**config.mk**
```make
export PLATFORM = sky130hd
export DESIGN_NAME = gamepad_button_remapper_unit
export DESIGN_NICKNAME = d
export VERILOG_FILES = /design/src/design/grm_pkg.sv /design/src/design/gamepad_button_remapper_unit.sv /design/src/design/grm_decode.sv /design/src/design/grm_emit.sv
export SDC_FILE = /design/constraint.sdc
export NUM_CORES = 1
export LEC_CHECK = 0
export CAP_MARGIN = 10
export CORE_UTILIZATION = 30
export CTS_CLUSTER_SIZE = 40
export DETAILED_ROUTE_END_ITERATION = 8
export DONT_BUFFER_PORTS = 1
export GPL_TIMING_DRIVEN = 1
export PLACE_DENSITY = 0.54
export SYNTH_ARGS = -nofsm -noshare
export SYNTH_HDL_FRONTEND = slang
export SYNTH_SLANG_ARGS = --single-unit
```
**constraint.sdc**
```tcl
create_clock -name clock -period 9.6 [get_ports clock]
set_clock_uncertainty 0.05 [all_clocks]
set_input_delay 0.96 -clock clock [delete_from_list [all_inputs] [get_ports clock]]
set_output_delay 0.96 -clock clock [all_outputs]
set_load 0.05 [all_outputs]
```
**src/design/grm_pkg.sv**
```systemverilog
// shared types, codes and result tables of the gamepad button remapper
package grm_pkg;

   // request kinds
   localparam logic [1:0] KIND_KEY  = 2'd0;
   localparam logic [1:0] KIND_SYNC = 2'd1;
   localparam logic [1:0] KIND_MODE = 2'd2;

   // result types
   localparam logic [1:0] TYPE_KEY = 2'd0;
   localparam logic [1:0] TYPE_ABS = 2'd1;
   localparam logic [1:0] TYPE_SYN = 2'd2;

   // axis codes
   localparam logic [9:0] AXIS_X = 10'd0;
   localparam logic [9:0] AXIS_Y = 10'd1;

   // button codes
   localparam logic [9:0] CODE_SOUTH      = 10'h130;
   localparam logic [9:0] CODE_EAST       = 10'h131;
   localparam logic [9:0] CODE_NORTH      = 10'h133;
   localparam logic [9:0] CODE_WEST       = 10'h134;
   localparam logic [9:0] CODE_TR2        = 10'h139;
   localparam logic [9:0] CODE_MODE       = 10'h13C;
   localparam logic [9:0] CODE_THUMBR     = 10'h13E;
   localparam logic [9:0] CODE_DPAD_UP    = 10'h220;
   localparam logic [9:0] CODE_DPAD_DOWN  = 10'h221;
   localparam logic [9:0] CODE_DPAD_LEFT  = 10'h222;
   localparam logic [9:0] CODE_DPAD_RIGHT = 10'h223;
   // c-button codes sent by shifted face buttons
   localparam logic [9:0] CODE_CBTN_1     = 10'h2C0;
   localparam logic [9:0] CODE_CBTN_2     = 10'h2C1;
   localparam logic [9:0] CODE_CBTN_3     = 10'h2C2;
   localparam logic [9:0] CODE_CBTN_4     = 10'h2C3;

   localparam logic [14:0] LEVEL_RESET = 15'd32767;

   // last index of each multi-result burst
   localparam logic [3:0] LAST_RECENTER_IDX = 4'd5;
   localparam logic [3:0] LAST_RELEASE_IDX  = 4'd10;

   // one request as taken from the input port
   typedef struct packed {
      logic [1:0] kind;
      logic [9:0] key_code;
      logic [1:0] key_value;
      logic       mode_enable;
   } item_type;

   // one result
   typedef struct packed {
      logic [1:0]         rtype;
      logic [9:0]         code;
      logic signed [15:0] value;
   } result_type;

   // what a decoded request leaves for the emitter
   typedef enum logic [1:0] {
      BURST_NONE,
      BURST_SINGLE,
      BURST_RECENTER,
      BURST_RELEASE
   } burst_kind_type;

   typedef struct packed {
      burst_kind_type kind;
      result_type     single;
   } burst_type;

   // C-button code for a face slot when shifted
   function automatic logic [9:0] shifted_code(input logic [1:0] slot);
      logic [9:0] c;
      case (slot)
         2'd0:    c = CODE_CBTN_2;
         2'd1:    c = CODE_CBTN_4;
         2'd2:    c = CODE_CBTN_1;
         default: c = CODE_CBTN_3;
      endcase
      return c;
   endfunction

   // fixed sequence of recenter and release results
   function automatic result_type seq_entry(input logic [3:0] idx);
      result_type r;
      r.value = 16'sd0;
      case (idx)
         4'd0: begin r.rtype = TYPE_ABS; r.code = AXIS_X; end
         4'd1: begin r.rtype = TYPE_ABS; r.code = AXIS_Y; end
         4'd2: begin r.rtype = TYPE_KEY; r.code = CODE_DPAD_UP; end
         4'd3: begin r.rtype = TYPE_KEY; r.code = CODE_DPAD_DOWN; end
         4'd4: begin r.rtype = TYPE_KEY; r.code = CODE_DPAD_LEFT; end
         4'd5: begin r.rtype = TYPE_KEY; r.code = CODE_DPAD_RIGHT; end
         4'd6: begin r.rtype = TYPE_KEY; r.code = CODE_CBTN_1; end
         4'd7: begin r.rtype = TYPE_KEY; r.code = CODE_CBTN_2; end
         4'd8: begin r.rtype = TYPE_KEY; r.code = CODE_CBTN_3; end
         4'd9: begin r.rtype = TYPE_KEY; r.code = CODE_CBTN_4; end
         default: begin r.rtype = TYPE_SYN; r.code = 10'd0; end
      endcase
      return r;
   endfunction

endpackage

```
**src/design/gamepad_button_remapper_unit.sv**
```systemverilog
// top level of the gamepad button remapper: input register, decode and result sequencer
//
//  channel  dir  handshake           payload
//  req      in   req_valid/req_stall kind, key_code, key_value, mode_enable
//  rsp      out  rsp_valid/rsp_stall out_type, out_code, out_value, last
//  csr      in   csr_valid/csr_ready analog_level (15 bits)
//
// a request is registered, decoded in the next cycle and its results go out one per cycle while rsp_stall is low
// a single request gives one result, a recenter burst 6 results, a shift-off release 11
// the result sequencer sets the rate; a request with no result retires without waiting for the sequencer
// first result is offered once the request has passed the input register and been loaded into the burst register
// synchronous reset clears all mode state and face latches, level returns to 32767
// req_stall rises while the sequencer still holds results of the request before
module gamepad_button_remapper_unit (
   input  logic               clock,
   input  logic               reset,
   input  logic               req_valid,
   output logic               req_stall,
   input  logic [1:0]         req_kind,
   input  logic [9:0]         req_key_code,
   input  logic [1:0]         req_key_value,
   input  logic               req_mode_enable,
   output logic               rsp_valid,
   input  logic               rsp_stall,
   output logic [1:0]         rsp_out_type,
   output logic [9:0]         rsp_out_code,
   output logic signed [15:0] rsp_out_value,
   output logic               rsp_last,
   input  logic               csr_valid,
   output logic               csr_ready,
   input  logic [14:0]        csr_data
);

   logic               in_valid_ff, in_valid_in;
   grm_pkg::item_type  item_ff, item_in;
   grm_pkg::burst_type desc;
   logic               free;
   logic               retire;
   logic               load;
   logic               req_take;

   // request retires when it gives nothing or the sequencer can take it
   assign retire    = in_valid_ff && (desc.kind == grm_pkg::BURST_NONE || free);
   assign load      = retire && desc.kind != grm_pkg::BURST_NONE;
   assign req_stall = in_valid_ff && !retire;
   assign req_take  = req_valid && !req_stall;
   assign csr_ready = 1'b1;

   // input register
   always_comb begin
      in_valid_in = in_valid_ff;
      item_in     = item_ff;
      if (req_take) begin
         in_valid_in         = 1'b1;
         item_in.kind        = req_kind;
         item_in.key_code    = req_key_code;
         item_in.key_value   = req_key_value;
         item_in.mode_enable = req_mode_enable;
      end else if (retire) begin
         in_valid_in = 1'b0;
      end
   end

   always_ff @(posedge clock) begin
      if (reset) in_valid_ff <= 1'b0;
      else       in_valid_ff <= in_valid_in;
   end

   always_ff @(posedge clock) begin
      item_ff <= item_in;
   end

   grm_decode u_decode (
      .clock    (clock),
      .reset    (reset),
      .item     (item_ff),
      .fire     (retire),
      .csr_we   (csr_valid && csr_ready),
      .csr_data (csr_data),
      .desc     (desc)
   );

   grm_emit u_emit (
      .clock         (clock),
      .reset         (reset),
      .load          (load),
      .desc          (desc),
      .free          (free),
      .rsp_valid     (rsp_valid),
      .rsp_stall     (rsp_stall),
      .rsp_out_type  (rsp_out_type),
      .rsp_out_code  (rsp_out_code),
      .rsp_out_value (rsp_out_value),
      .rsp_last      (rsp_last)
   );

endmodule

```
**src/design/grm_decode.sv**
```systemverilog
// remapper state and per-request decode into a result burst
module grm_decode (
   input  logic                clock,
   input  logic                reset,
   input  grm_pkg::item_type   item,
   input  logic                fire,
   input  logic                csr_we,
   input  logic [14:0]         csr_data,
   output grm_pkg::burst_type  desc
);

   logic [14:0] level_ff, level_in;
   logic        analog_ff, analog_in;
   logic        mode_held_ff, mode_held_in;
   logic        shift_ff, shift_in;
   logic        r2_ff, r2_in;
   logic [9:0]  latch_ff [4];
   logic [9:0]  latch_in [4];

   logic        is_face;
   logic [1:0]  slot;
   logic [9:0]  latched;
   logic [15:0] mag;
   logic [15:0] key_val16;

   // face slot lookup
   always_comb begin
      is_face = 1'b1;
      slot    = 2'd0;
      case (item.key_code)
         grm_pkg::CODE_SOUTH: slot = 2'd0;
         grm_pkg::CODE_EAST:  slot = 2'd1;
         grm_pkg::CODE_NORTH: slot = 2'd2;
         grm_pkg::CODE_WEST:  slot = 2'd3;
         default:             is_face = 1'b0;
      endcase
   end

   assign key_val16 = {14'd0, item.key_value};
   assign mag       = (item.key_value != 2'd0) ? {1'b0, level_ff} : 16'd0;

   // decode and next state
   always_comb begin
      analog_in    = analog_ff;
      mode_held_in = mode_held_ff;
      shift_in     = shift_ff;
      r2_in        = r2_ff;
      for (int i = 0; i < 4; i++) latch_in[i] = latch_ff[i];
      latched            = 10'd0;
      desc.kind          = grm_pkg::BURST_NONE;
      desc.single.rtype  = grm_pkg::TYPE_KEY;
      desc.single.code   = item.key_code;
      desc.single.value  = key_val16;

      case (item.kind)
         grm_pkg::KIND_SYNC: begin
            desc.kind         = grm_pkg::BURST_SINGLE;
            desc.single.rtype = grm_pkg::TYPE_SYN;
            desc.single.code  = 10'd0;
            desc.single.value = 16'sd0;
         end
         grm_pkg::KIND_MODE: begin
            shift_in = item.mode_enable;
            if (!item.mode_enable) begin
               analog_in = 1'b0;
               for (int i = 0; i < 4; i++) latch_in[i] = 10'd0;
               desc.kind = grm_pkg::BURST_RELEASE;
            end
         end
         grm_pkg::KIND_KEY: begin
            if (is_face) begin
               // latch at press, release with the latched code
               if (item.key_value == 2'd1) begin
                  latched = (shift_ff && r2_ff) ? grm_pkg::shifted_code(slot) : item.key_code;
               end else begin
                  latched = latch_ff[slot];
               end
               desc.kind        = grm_pkg::BURST_SINGLE;
               desc.single.code = (latched != 10'd0) ? latched : item.key_code;
               if (item.key_value == 2'd1) latch_in[slot] = latched;
               else if (item.key_value == 2'd0) latch_in[slot] = 10'd0;
            end else begin
               case (item.key_code)
                  grm_pkg::CODE_TR2: begin
                     r2_in = (item.key_value != 2'd0);
                     if (!shift_ff) desc.kind = grm_pkg::BURST_SINGLE;
                  end
                  grm_pkg::CODE_MODE: begin
                     mode_held_in = (item.key_value != 2'd0);
                     desc.kind    = grm_pkg::BURST_SINGLE;
                  end
                  grm_pkg::CODE_THUMBR: begin
                     if (mode_held_ff && item.key_value == 2'd1) begin
                        analog_in = !analog_ff;
                        desc.kind = grm_pkg::BURST_RECENTER;
                     end else if (!mode_held_ff) begin
                        desc.kind = grm_pkg::BURST_SINGLE;
                     end
                  end
                  grm_pkg::CODE_DPAD_UP, grm_pkg::CODE_DPAD_DOWN,
                  grm_pkg::CODE_DPAD_LEFT, grm_pkg::CODE_DPAD_RIGHT: begin
                     desc.kind = grm_pkg::BURST_SINGLE;
                     if (analog_ff) begin
                        desc.single.rtype = grm_pkg::TYPE_ABS;
                        desc.single.code  = (item.key_code == grm_pkg::CODE_DPAD_UP ||
                                             item.key_code == grm_pkg::CODE_DPAD_DOWN)
                                            ? grm_pkg::AXIS_Y : grm_pkg::AXIS_X;
                        // up and left point negative
                        desc.single.value = (item.key_code == grm_pkg::CODE_DPAD_UP ||
                                             item.key_code == grm_pkg::CODE_DPAD_LEFT)
                                            ? (~mag + 16'd1) : mag;
                     end
                  end
                  default: desc.kind = grm_pkg::BURST_SINGLE;
               endcase
            end
         end
         default: desc.kind = grm_pkg::BURST_NONE;
      endcase
   end

   assign level_in = csr_we ? csr_data : level_ff;

   // state registers
   always_ff @(posedge clock) begin
      if (reset) begin
         level_ff     <= grm_pkg::LEVEL_RESET;
         analog_ff    <= 1'b0;
         mode_held_ff <= 1'b0;
         shift_ff     <= 1'b0;
         r2_ff        <= 1'b0;
         for (int i = 0; i < 4; i++) latch_ff[i] <= 10'd0;
      end else begin
         level_ff <= level_in;
         if (fire) begin
            analog_ff    <= analog_in;
            mode_held_ff <= mode_held_in;
            shift_ff     <= shift_in;
            r2_ff        <= r2_in;
            for (int i = 0; i < 4; i++) latch_ff[i] <= latch_in[i];
         end
      end
   end

endmodule

```
**src/design/grm_emit.sv**
```systemverilog
// result burst register and sequencer driving the response port
module grm_emit (
   input  logic                clock,
   input  logic                reset,
   input  logic                load,
   input  grm_pkg::burst_type  desc,
   output logic                free,
   output logic                rsp_valid,
   input  logic                rsp_stall,
   output logic [1:0]          rsp_out_type,
   output logic [9:0]          rsp_out_code,
   output logic signed [15:0]  rsp_out_value,
   output logic                rsp_last
);

   logic                   valid_ff, valid_in;
   grm_pkg::burst_kind_type kind_ff, kind_in;
   grm_pkg::result_type    single_ff, single_in;
   logic [3:0]             idx_ff, idx_in;
   grm_pkg::result_type    cur;
   logic                   is_last;
   logic                   take;

   // current result and end of burst
   always_comb begin
      case (kind_ff)
         grm_pkg::BURST_RECENTER: begin
            cur     = grm_pkg::seq_entry(idx_ff);
            is_last = (idx_ff == grm_pkg::LAST_RECENTER_IDX);
         end
         grm_pkg::BURST_RELEASE: begin
            cur     = grm_pkg::seq_entry(idx_ff);
            is_last = (idx_ff == grm_pkg::LAST_RELEASE_IDX);
         end
         default: begin
            cur     = single_ff;
            is_last = 1'b1;
         end
      endcase
   end

   assign take = valid_ff && !rsp_stall;
   assign free = !valid_ff || (take && is_last);

   // burst register next state
   always_comb begin
      valid_in  = valid_ff;
      kind_in   = kind_ff;
      single_in = single_ff;
      idx_in    = idx_ff;
      if (load) begin
         valid_in  = 1'b1;
         kind_in   = desc.kind;
         single_in = desc.single;
         idx_in    = 4'd0;
      end else if (take) begin
         if (is_last) valid_in = 1'b0;
         else idx_in = idx_ff + 4'd1;
      end
   end

   always_ff @(posedge clock) begin
      if (reset) begin
         valid_ff <= 1'b0;
         kind_ff  <= grm_pkg::BURST_SINGLE;
         idx_ff   <= 4'd0;
      end else begin
         valid_ff <= valid_in;
         kind_ff  <= kind_in;
         idx_ff   <= idx_in;
      end
   end

   always_ff @(posedge clock) begin
      single_ff <= single_in;
   end

   assign rsp_valid     = valid_ff;
   assign rsp_out_type  = cur.rtype;
   assign rsp_out_code  = cur.code;
   assign rsp_out_value = cur.value;
   assign rsp_last      = is_last;

`ifndef SYNTH
   a_idx_range: assert property (@(posedge clock) disable iff (reset)
      valid_ff |-> idx_ff <= grm_pkg::LAST_RELEASE_IDX)
      else $error("burst index out of range");

   a_single_idx: assert property (@(posedge clock) disable iff (reset)
      valid_ff && kind_ff == grm_pkg::BURST_SINGLE |-> idx_ff == 4'd0)
      else $error("single result burst advanced its index");

   a_load_free: assert property (@(posedge clock) disable iff (reset)
      load |-> free && desc.kind != grm_pkg::BURST_NONE)
      else $error("burst loaded over a busy register");

   a_step: assert property (@(posedge clock) disable iff (reset)
      take && !is_last |=> valid_ff && idx_ff == $past(idx_ff) + 4'd1)
      else $error("burst did not step to the next result");
`endif

endmodule
```
==> results.sh, run 1 <==
export IMPL_leakagePower_nw=2.551
export IMPL_synth_edf_count=83
export IMPL_ant_nets=0
export IMPL_timing_rr_end="u_emit.single_ff[20]"
export IMPL_dieArea_sq_mm=0.02149
export IMPL_worstHoldStart="in_valid_ff"
export IMPL_final_cells=882
export IMPL_drt_pass1_iterations=4
export IMPL_netlist_area_sq_mm=0.006272
export IMPL_crit_type="reg2out"
export IMPL_grt_pass1_vias=4516
export IMPL_wl_per_cell_microns=17.49
export IMPL_critPathSlowestCell="nor2_1"
export IMPL_grt_start_max_net_pins=41
export IMPL_ys_flop_type="edfxtp_1"
export IMPL_crit_start="item_ff[12]"
export IMPL_clk_path_buf_depth=2
export IMPL_antenna_cells=0
export IMPL_syn_nets=650
export IMPL_yosysSeqAreaShare_pct=50.59
export IMPL_comb_power_share_pct=7.6
export IMPL_rrSetupSlack_ns=6.09
export IMPL_grt_pass1_wl_microns=25100
export IMPL_crit_path_end="req_stall"
export IMPL_synth_distinct_cells=79
export IMPL_startpoint_type="flip-flop"
export IMPL_fmax_mhz=245.3
export IMPL_cts_num_sinks=117
export IMPL_start_util_pct=30.80
export IMPL_core_area_sq_mm=0.02036
export IMPL_wl_microns=15430
export IMPL_min_path_type="reg2reg"
export IMPL_drv_slew=0
export IMPL_fin_crit_sh_pct=42.46
export IMPL_switching_power_mw=0.3175
export IMPL_post_cts_buffers=0
export IMPL_worstMarginPinSlew_ns=1.008
export IMPL_cp_slowest_stage_delay_ns=0.79
export IMPL_cts_resized=0
export IMPL_clk_latency_ns=0.41
export IMPL_die_h_microns=146.6
export IMPL_antenna_found_initial=0
export IMPL_multi_input_area_sq_mm=0.002855
export IMPL_drv_cap=0
export IMPL_seq_power_share_pct=44.1
export IMPL_synthCells=609
export IMPL_hold_buffers=0
export IMPL_finalSetupTns_ns=0
export IMPL_fin_crit_ns=4.077
export IMPL_ys_warn_count=0
export IMPL_grt_remaining_overflow=0
export IMPL_fillerInstances=2065
export IMPL_async_reset_ff_share_pct=0
export IMPL_crit_fanout=15
export IMPL_finalHoldViolations=0
export IMPL_path_clk_slew_ns=0.06
export IMPL_p_clk_share_pct=48.4
export IMPL_cts_max_level=4
export IMPL_rsz0062_at_grt="no"
export IMPL_route_vias_total=4487
export IMPL_io_pins=67
export IMPL_endpoint_kind="output pin"
export IMPL_gp_congestion=0.8797
export IMPL_first_iter_violations=268
export IMPL_crit_arrival_ns=3.07
export IMPL_status="finished, final reports clean"
export IMPL_rows=52
export IMPL_relSlewSlack_pct=32.52
export IMPL_die_w_microns=146.6
export IMPL_p_sw_share_pct=23.99
export IMPL_regArea_sq_mm=0.003173
export IMPL_finalPower_mw=1.324
export IMPL_dp_cells=850
export IMPL_cp_required_ns=8.59
export IMPL_synth_area_per_cell_sq_um=10.30
export IMPL_grt_usage_pct=15.07
export IMPL_rr_startpoint="item_ff[6]"
export IMPL_io_buffers=0
export IMPL_route_detailed_drc=0
export IMPL_whs_ns=0.4873
export IMPL_irDropWorstVdd_mv=0.08386
export IMPL_area_delta_synth_final_pct=12.89
export IMPL_internal_power_mw=1.006
export IMPL_via_per_inst=5.087
export IMPL_hpwlAfterDp_microns=11240
export IMPL_yosys_register_bits=117
export IMPL_cp_cell_sequence="and3b_1 > nand3_4 > o41ai_4 > o21ai_2 > nor2_1"
export IMPL_drive_gt1_share_pct=16.01
export IMPL_num_nets_final=640
export IMPL_numCtsBuffers=17
export IMPL_reg2reg_depth=7
export IMPL_setup_viol=0
export IMPL_cts_root_buf="clkbuf_16"
export IMPL_cts_tree="built"
export IMPL_pwr_density_cell_mw_per_mm2=187.0
synthesized netlist by cell type, types with 10 or more instances:
| cell | count | area [sq um] |
|---|---|---|
| and3_1 | 13 | 81.33 |
| inv_1 | 16 | 60.06 |
| dfxtp_1 | 34 | 680.7 |
| clkbuf_1 | 18 | 67.56 |
| nand2_1 | 51 | 191.4 |
| nor2b_1 | 26 | 162.7 |
| o21ai_0 | 20 | 100.1 |
| nor2_2 | 20 | 125.1 |
| mux2_2 | 14 | 157.7 |
| nor2_1 | 72 | 270.3 |
| nand3_1 | 10 | 50.05 |
| a21oi_1 | 56 | 280.3 |
| mux2i_1 | 23 | 230.2 |
| nor3_1 | 10 | 50.05 |
| edfxtp_1 | 83 | 2492 |
cells by family after synthesis:
kind of cell    count (synthesis)  share of synthesized area, %
simple gates                  243                         21.01
compound gates                136                         14.38
flops                         117                         50.59
buf+inv                        53                         4.149
mux                            39                         6.663
xor+xnor                       14                         1.955
fa+ha+maj                       6                         1.197
other cells                     1                       0.05979
cells in the final DEF (no fill, tap or decap), types with 10 or more instances in the layout:
cell type   n
mux2i_1    23
mux2_2     14
clkbuf_16  17
nor2_1     71
nand2_1    51
edfxtp_1   83
nor2_2     21
o21ai_0    18
a21oi_1    56
nand3_1    10
and3_1     13
dfxtp_1    34
inv_1      16
nor2b_1    26
nor3_1     10
through the flow:
step                setup WS, ns  utilization [%]  cell area (sq um)
finish                     5.523            34.77               7081
global route               5.348            34.77               7081
CTS                        5.501            34.77               7081
detailed placement         5.970            31.81               6479
global placement           6.027            31.81               6479
floorplan                  4.314                -               6272
registers in the layout, summed over array words and instances (netlist names), named ones only:
signal and cells:
u_decode.latch_ff 40, u_decode.level_ff 15, u_decode.mode_held_ff 1, in_valid_ff 1, u_decode.shift_ff 1, u_emit.kind_ff 2
u_decode.r2_ff 1, u_decode.analog_ff 1, u_emit.idx_ff 4, u_emit.single_ff 28, u_emit.rsp_valid 1, item_ff 15
worst min path at each step:
stage | to | slack (ns) | depth (start not counted)
after detailed placement | u_decode.level_ff[5] | 0.48 | 2
after CTS | u_emit.kind_ff[1] | 0.49 | 1
after global routing | u_decode.level_ff[5] | 0.53 | 2
final | u_emit.kind_ff[1] | 0.49 | 1
after global placement | u_decode.level_ff[5] | 0.47 | 2
after floorplan | u_decode.level_ff[5] | 0.43 | 2
worst max-delay path: cells and delay by family (launching register included):
| kind | cells | cell delay [ns] |
|---|---|---|
| AO/OA/AOI/OAI | 2 | 0.63 |
| flip-flops | 1 | 0.45 |
| AND/OR/NAND/NOR | 3 | 1.57 |
power by group through the flow:
stage | logic, mW | registers (mW) | clock network [mW]
floorplan | 0.0873 | 0.584 | 0
global placement | 0.100 | 0.593 | 0
detailed placement | 0.100 | 0.593 | 0
CTS | 0.101 | 0.583 | 0.653
global route | 0.109 | 0.586 | 0.673
finish | 0.100 | 0.583 | 0.640
area by class of cell:
| cell class | instances | share of cell area, % |
|---|---|---|
| Clock inverter | 12 | 2.191 |
| Sequential cell | 117 | 44.81 |
| Clock buffer | 20 | 6.309 |
| Multi-Input combinational cell | 439 | 40.33 |
| Inverter | 18 | 0.9542 |
| Tap cell | 270 | 4.771 |
| Timing Repair Buffer | 6 | 0.6362 |
metal layers:
layer | up-vias | track usage, % | routed length, microns
met5 | - | 0 | 0
met4 | 0 | 6.198 | 286
met3 | 22 | 3.344 | 568
met2 | 102 | 25.12 | 7646
met1 | 2171 | 18.75 | 6926
li1 | 2192 | - | -
Note: power is estimated with default switching activity, not from simulation.
==> inputs of run 2 (changes only) <==
--- a/config.mk
+++ b/config.mk
@@ -5,13 +5,14 @@
 export SDC_FILE = /design/constraint.sdc
 export NUM_CORES = 1
 export LEC_CHECK = 0
+export ABC_AREA = 1
 export CAP_MARGIN = 10
 export CORE_UTILIZATION = 30
 export CTS_CLUSTER_SIZE = 40
 export DETAILED_ROUTE_END_ITERATION = 8
 export DONT_BUFFER_PORTS = 1
 export GPL_TIMING_DRIVEN = 1
-export PLACE_DENSITY = 0.54
+export PLACE_DENSITY = 0.55
 export SYNTH_ARGS = -nofsm -noshare
 export SYNTH_HDL_FRONTEND = slang
 export SYNTH_SLANG_ARGS = --single-unit
==> constraint.sdc (replaced) <==
create_clock -name clock -period 3.35 [get_ports clock]
set_clock_uncertainty 0.05 [all_clocks]
set_input_delay 0.335 -clock clock [delete_from_list [all_inputs] [get_ports clock]]
set_output_delay 0.335 -clock clock [all_outputs]
set_load 0.05 [all_outputs]
==> results.sh, run 2 <==
export IMPL_status="finished, final reports clean"
export IMPL_grt_pass1_wl_microns=26340
export IMPL_die_h_microns=148.4
export IMPL_endpoint_kind="output pin"
export IMPL_via_per_inst=4.684
export IMPL_fin_crit_ns=3.011
export IMPL_fillerInstances=2186
export IMPL_grt_start_max_net_pins=41
export IMPL_finalHoldViolations=0
export IMPL_grt_usage_pct=15.68
export IMPL_cp_required_ns=2.96
export IMPL_synth_distinct_cells=46
export IMPL_fin_crit_sh_pct=89.89
export IMPL_comb_power_share_pct=8.8
export IMPL_drt_pass1_iterations=5
export IMPL_syn_nets=831
export IMPL_cts_tree="built"
export IMPL_clk_path_buf_depth=2
export IMPL_p_clk_share_pct=48.2
export IMPL_ys_warn_count=0
export IMPL_cts_resized=0
export IMPL_irDropWorstVdd_mv=0.3174
export IMPL_pwr_density_cell_mw_per_mm2=510.9
export IMPL_async_reset_ff_share_pct=0
export IMPL_die_w_microns=148.4
export IMPL_p_sw_share_pct=23.99
export IMPL_path_clk_slew_ns=0.05
export IMPL_rr_startpoint="item_ff[4]"
export IMPL_layout_commonest_cell="nand2_1"
export IMPL_cp_cell_sequence="nor2_4 > inv_1 > o31ai_2 > inv_2 > nand2_4 > nand2_1 > nor2_1 > buf_4"
export IMPL_finalSetupTns_ns=0
export IMPL_yosysMostFrequentCell="nand2_1"
export IMPL_synthCells=790
export IMPL_clk_latency_ns=0.42
export IMPL_drv_slew=0
export IMPL_leakagePower_nw=3.285
export IMPL_route_vias_total=5176
export IMPL_layout_common_cells="nand2_1 (200), nor2_1 (94), inv_1 (93)"
export IMPL_io_buffers=0
export IMPL_yosys_area_top_type="edfxtp_1"
export IMPL_wl_microns=16770
export IMPL_ant_nets=0
export IMPL_rsz0062_at_grt="no"
export IMPL_dp_cells=1044
export IMPL_cts_root_buf="clkbuf_16"
export IMPL_dp_worst_setup_slack_ns=0.4239
export IMPL_worstHoldStart="csr_data[8]"
export IMPL_start_util_pct=30.60
export IMPL_regArea_sq_mm=0.003173
export IMPL_drv_cap=0
export IMPL_ys_flop_type="edfxtp_1"
export IMPL_multi_input_area_sq_mm=0.002686
export IMPL_synth_area_per_cell_sq_um=8.142
export IMPL_internal_power_mw=2.940
export IMPL_cp_slowest_stage_delay_ns=0.62
export IMPL_antenna_cells=0
export IMPL_cts_max_level=4
export IMPL_synth_edf_count=83
export IMPL_crit_start="item_ff[14]"
export IMPL_seq_power_share_pct=43.1
export IMPL_largest_register_ffs=40
export IMPL_first_iter_violations=413
export IMPL_core_area_sq_mm=0.02102
export IMPL_yosys_area_top_type_share_pct=38.75
export IMPL_fin_ws_ns=0.3386
export IMPL_hpwlAfterDp_microns=12090
export IMPL_grt_pass1_vias=4859
export IMPL_num_nets_final=858
export IMPL_critPathSlowestCell="edfxtp_1"
export IMPL_crit_arrival_ns=2.63
export IMPL_worstMarginPinSlew_ns=1.016
export IMPL_min_path_type="in2reg"
export IMPL_gp_congestion=0.8497
export IMPL_grt_remaining_overflow=0
export IMPL_drive_gt1_share_pct=10.96
export IMPL_crit_type="reg2out"
export IMPL_numCtsBuffers=17
export IMPL_netlist_area_sq_mm=0.006432
export IMPL_io_pins=67
export IMPL_setup_viol=0
export IMPL_dieArea_sq_mm=0.02203
export IMPL_rows=53
export IMPL_switching_power_mw=0.9278
export IMPL_top_register="u_decode.latch_ff"
export IMPL_antenna_found_initial=0
export IMPL_relSlewSlack_pct=32.03
export IMPL_wl_per_cell_microns=15.17
export IMPL_synth_area_leaders="edfxtp_1 (39%), nand2_1 (12%), dfxtp_1 (11%)"
export IMPL_top_regs="u_decode.latch_ff x40, u_emit.single_ff x28"
export IMPL_yosysSeqAreaShare_pct=49.33
export IMPL_area_delta_synth_final_pct=17.70
export IMPL_final_cells=1105
export IMPL_crit_fanout=12
export IMPL_synth_commonest_cells="nand2_1 (200), nor2_1 (94), inv_1 (93), edfxtp_1 (83), a21oi_1 (56)"
export IMPL_fmax_mhz=332.1
export IMPL_cts_num_sinks=117
export IMPL_yosys_register_bits=117
export IMPL_startpoint_type="flip-flop"
export IMPL_route_detailed_drc=0
## run 2: kinds of logic after synthesis
logic type,Yosys count,share of synthesized area (%)
AND/OR/NAND/NOR,382,26.14
AO/OA/AOI/OAI,138,12.53
buffers and inverters,134,8.909
flip-flops,117,49.33
adder cells (fa/ha/maj),6,1.167
XOR/XNOR,6,0.8170
multiplexers,6,1.050
other,1,0.05830
## run 2: final cells by class
type                            count  area share, %
Tap cell                          275          4.545
Multi-Input combinational cell    539          35.48
Timing Repair Buffer               40          5.090
Clock inverter                     12          2.115
Inverter                          102          5.090
Sequential cell                   117          41.91
Clock buffer                       20          5.768
## run 2: final timing paths
check        slack [ns]  cells after the start                      end
max                0.34                      8                req_stall
min                0.02                      2     u_decode.level_ff[8]
max reg2reg        0.44                     12  u_decode.latch_ff[1][5]
min reg2reg        0.41                      2     u_decode.level_ff[4]
## run 2: worst max-delay path, delay by kind of cell (launching register included)
kind                   cells  cell delay [ns]
buffers and inverters      3             0.49
AND/OR/NAND/NOR            4             0.69
flip-flops                 1             0.62
AO/OA/AOI/OAI              1             0.39
## run 2: metal layers
metal | vias up | wire (microns) | share of wire, % | GRT usage (%)
met3 | 18 | 710 | 4.2 | 3.650
met4 | 0 | 270 | 1.6 | 5.722
met1 | 2384 | 8438 | 50 | 22.74
met5 | - | 0 | 0 | 0
met2 | 122 | 7346 | 44 | 22.45
li1 | 2652 | - | - | -
## run 2: power groups by stage
stage	logic (mW)	registers (mW)	clock network, mW
2_1_floorplan	0.257	1.67	0
3_3_place_gp	0.302	1.69	0
3_5_place_dp	0.304	1.69	0
4_1_cts	0.338	1.66	1.88
5_1_grt	0.374	1.67	1.95
6_report	0.340	1.67	1.86
## run 2: what timing repair did
item / CTS / global route
setup buffers: 0 / 0
hold buffers: 29 / 0
endpoints found under the hold margin: 33 / 0
## run 2: metrics by stage
stage | hold WS, ns | power [mW] | area, sq um | util, %
final | 0.01508 | 3.868 | 7571 | 36.02
after global routing | 0.009808 | 3.992 | 7571 | 36.02
after CTS | 0.002792 | 3.887 | 7571 | 36.02
after detailed placement | 0.3597 | 1.996 | 6684 | 31.80
after global placement | 0.3583 | 1.996 | 6684 | 31.80
after floorplan | 0.3792 | 1.927 | 6432 | -
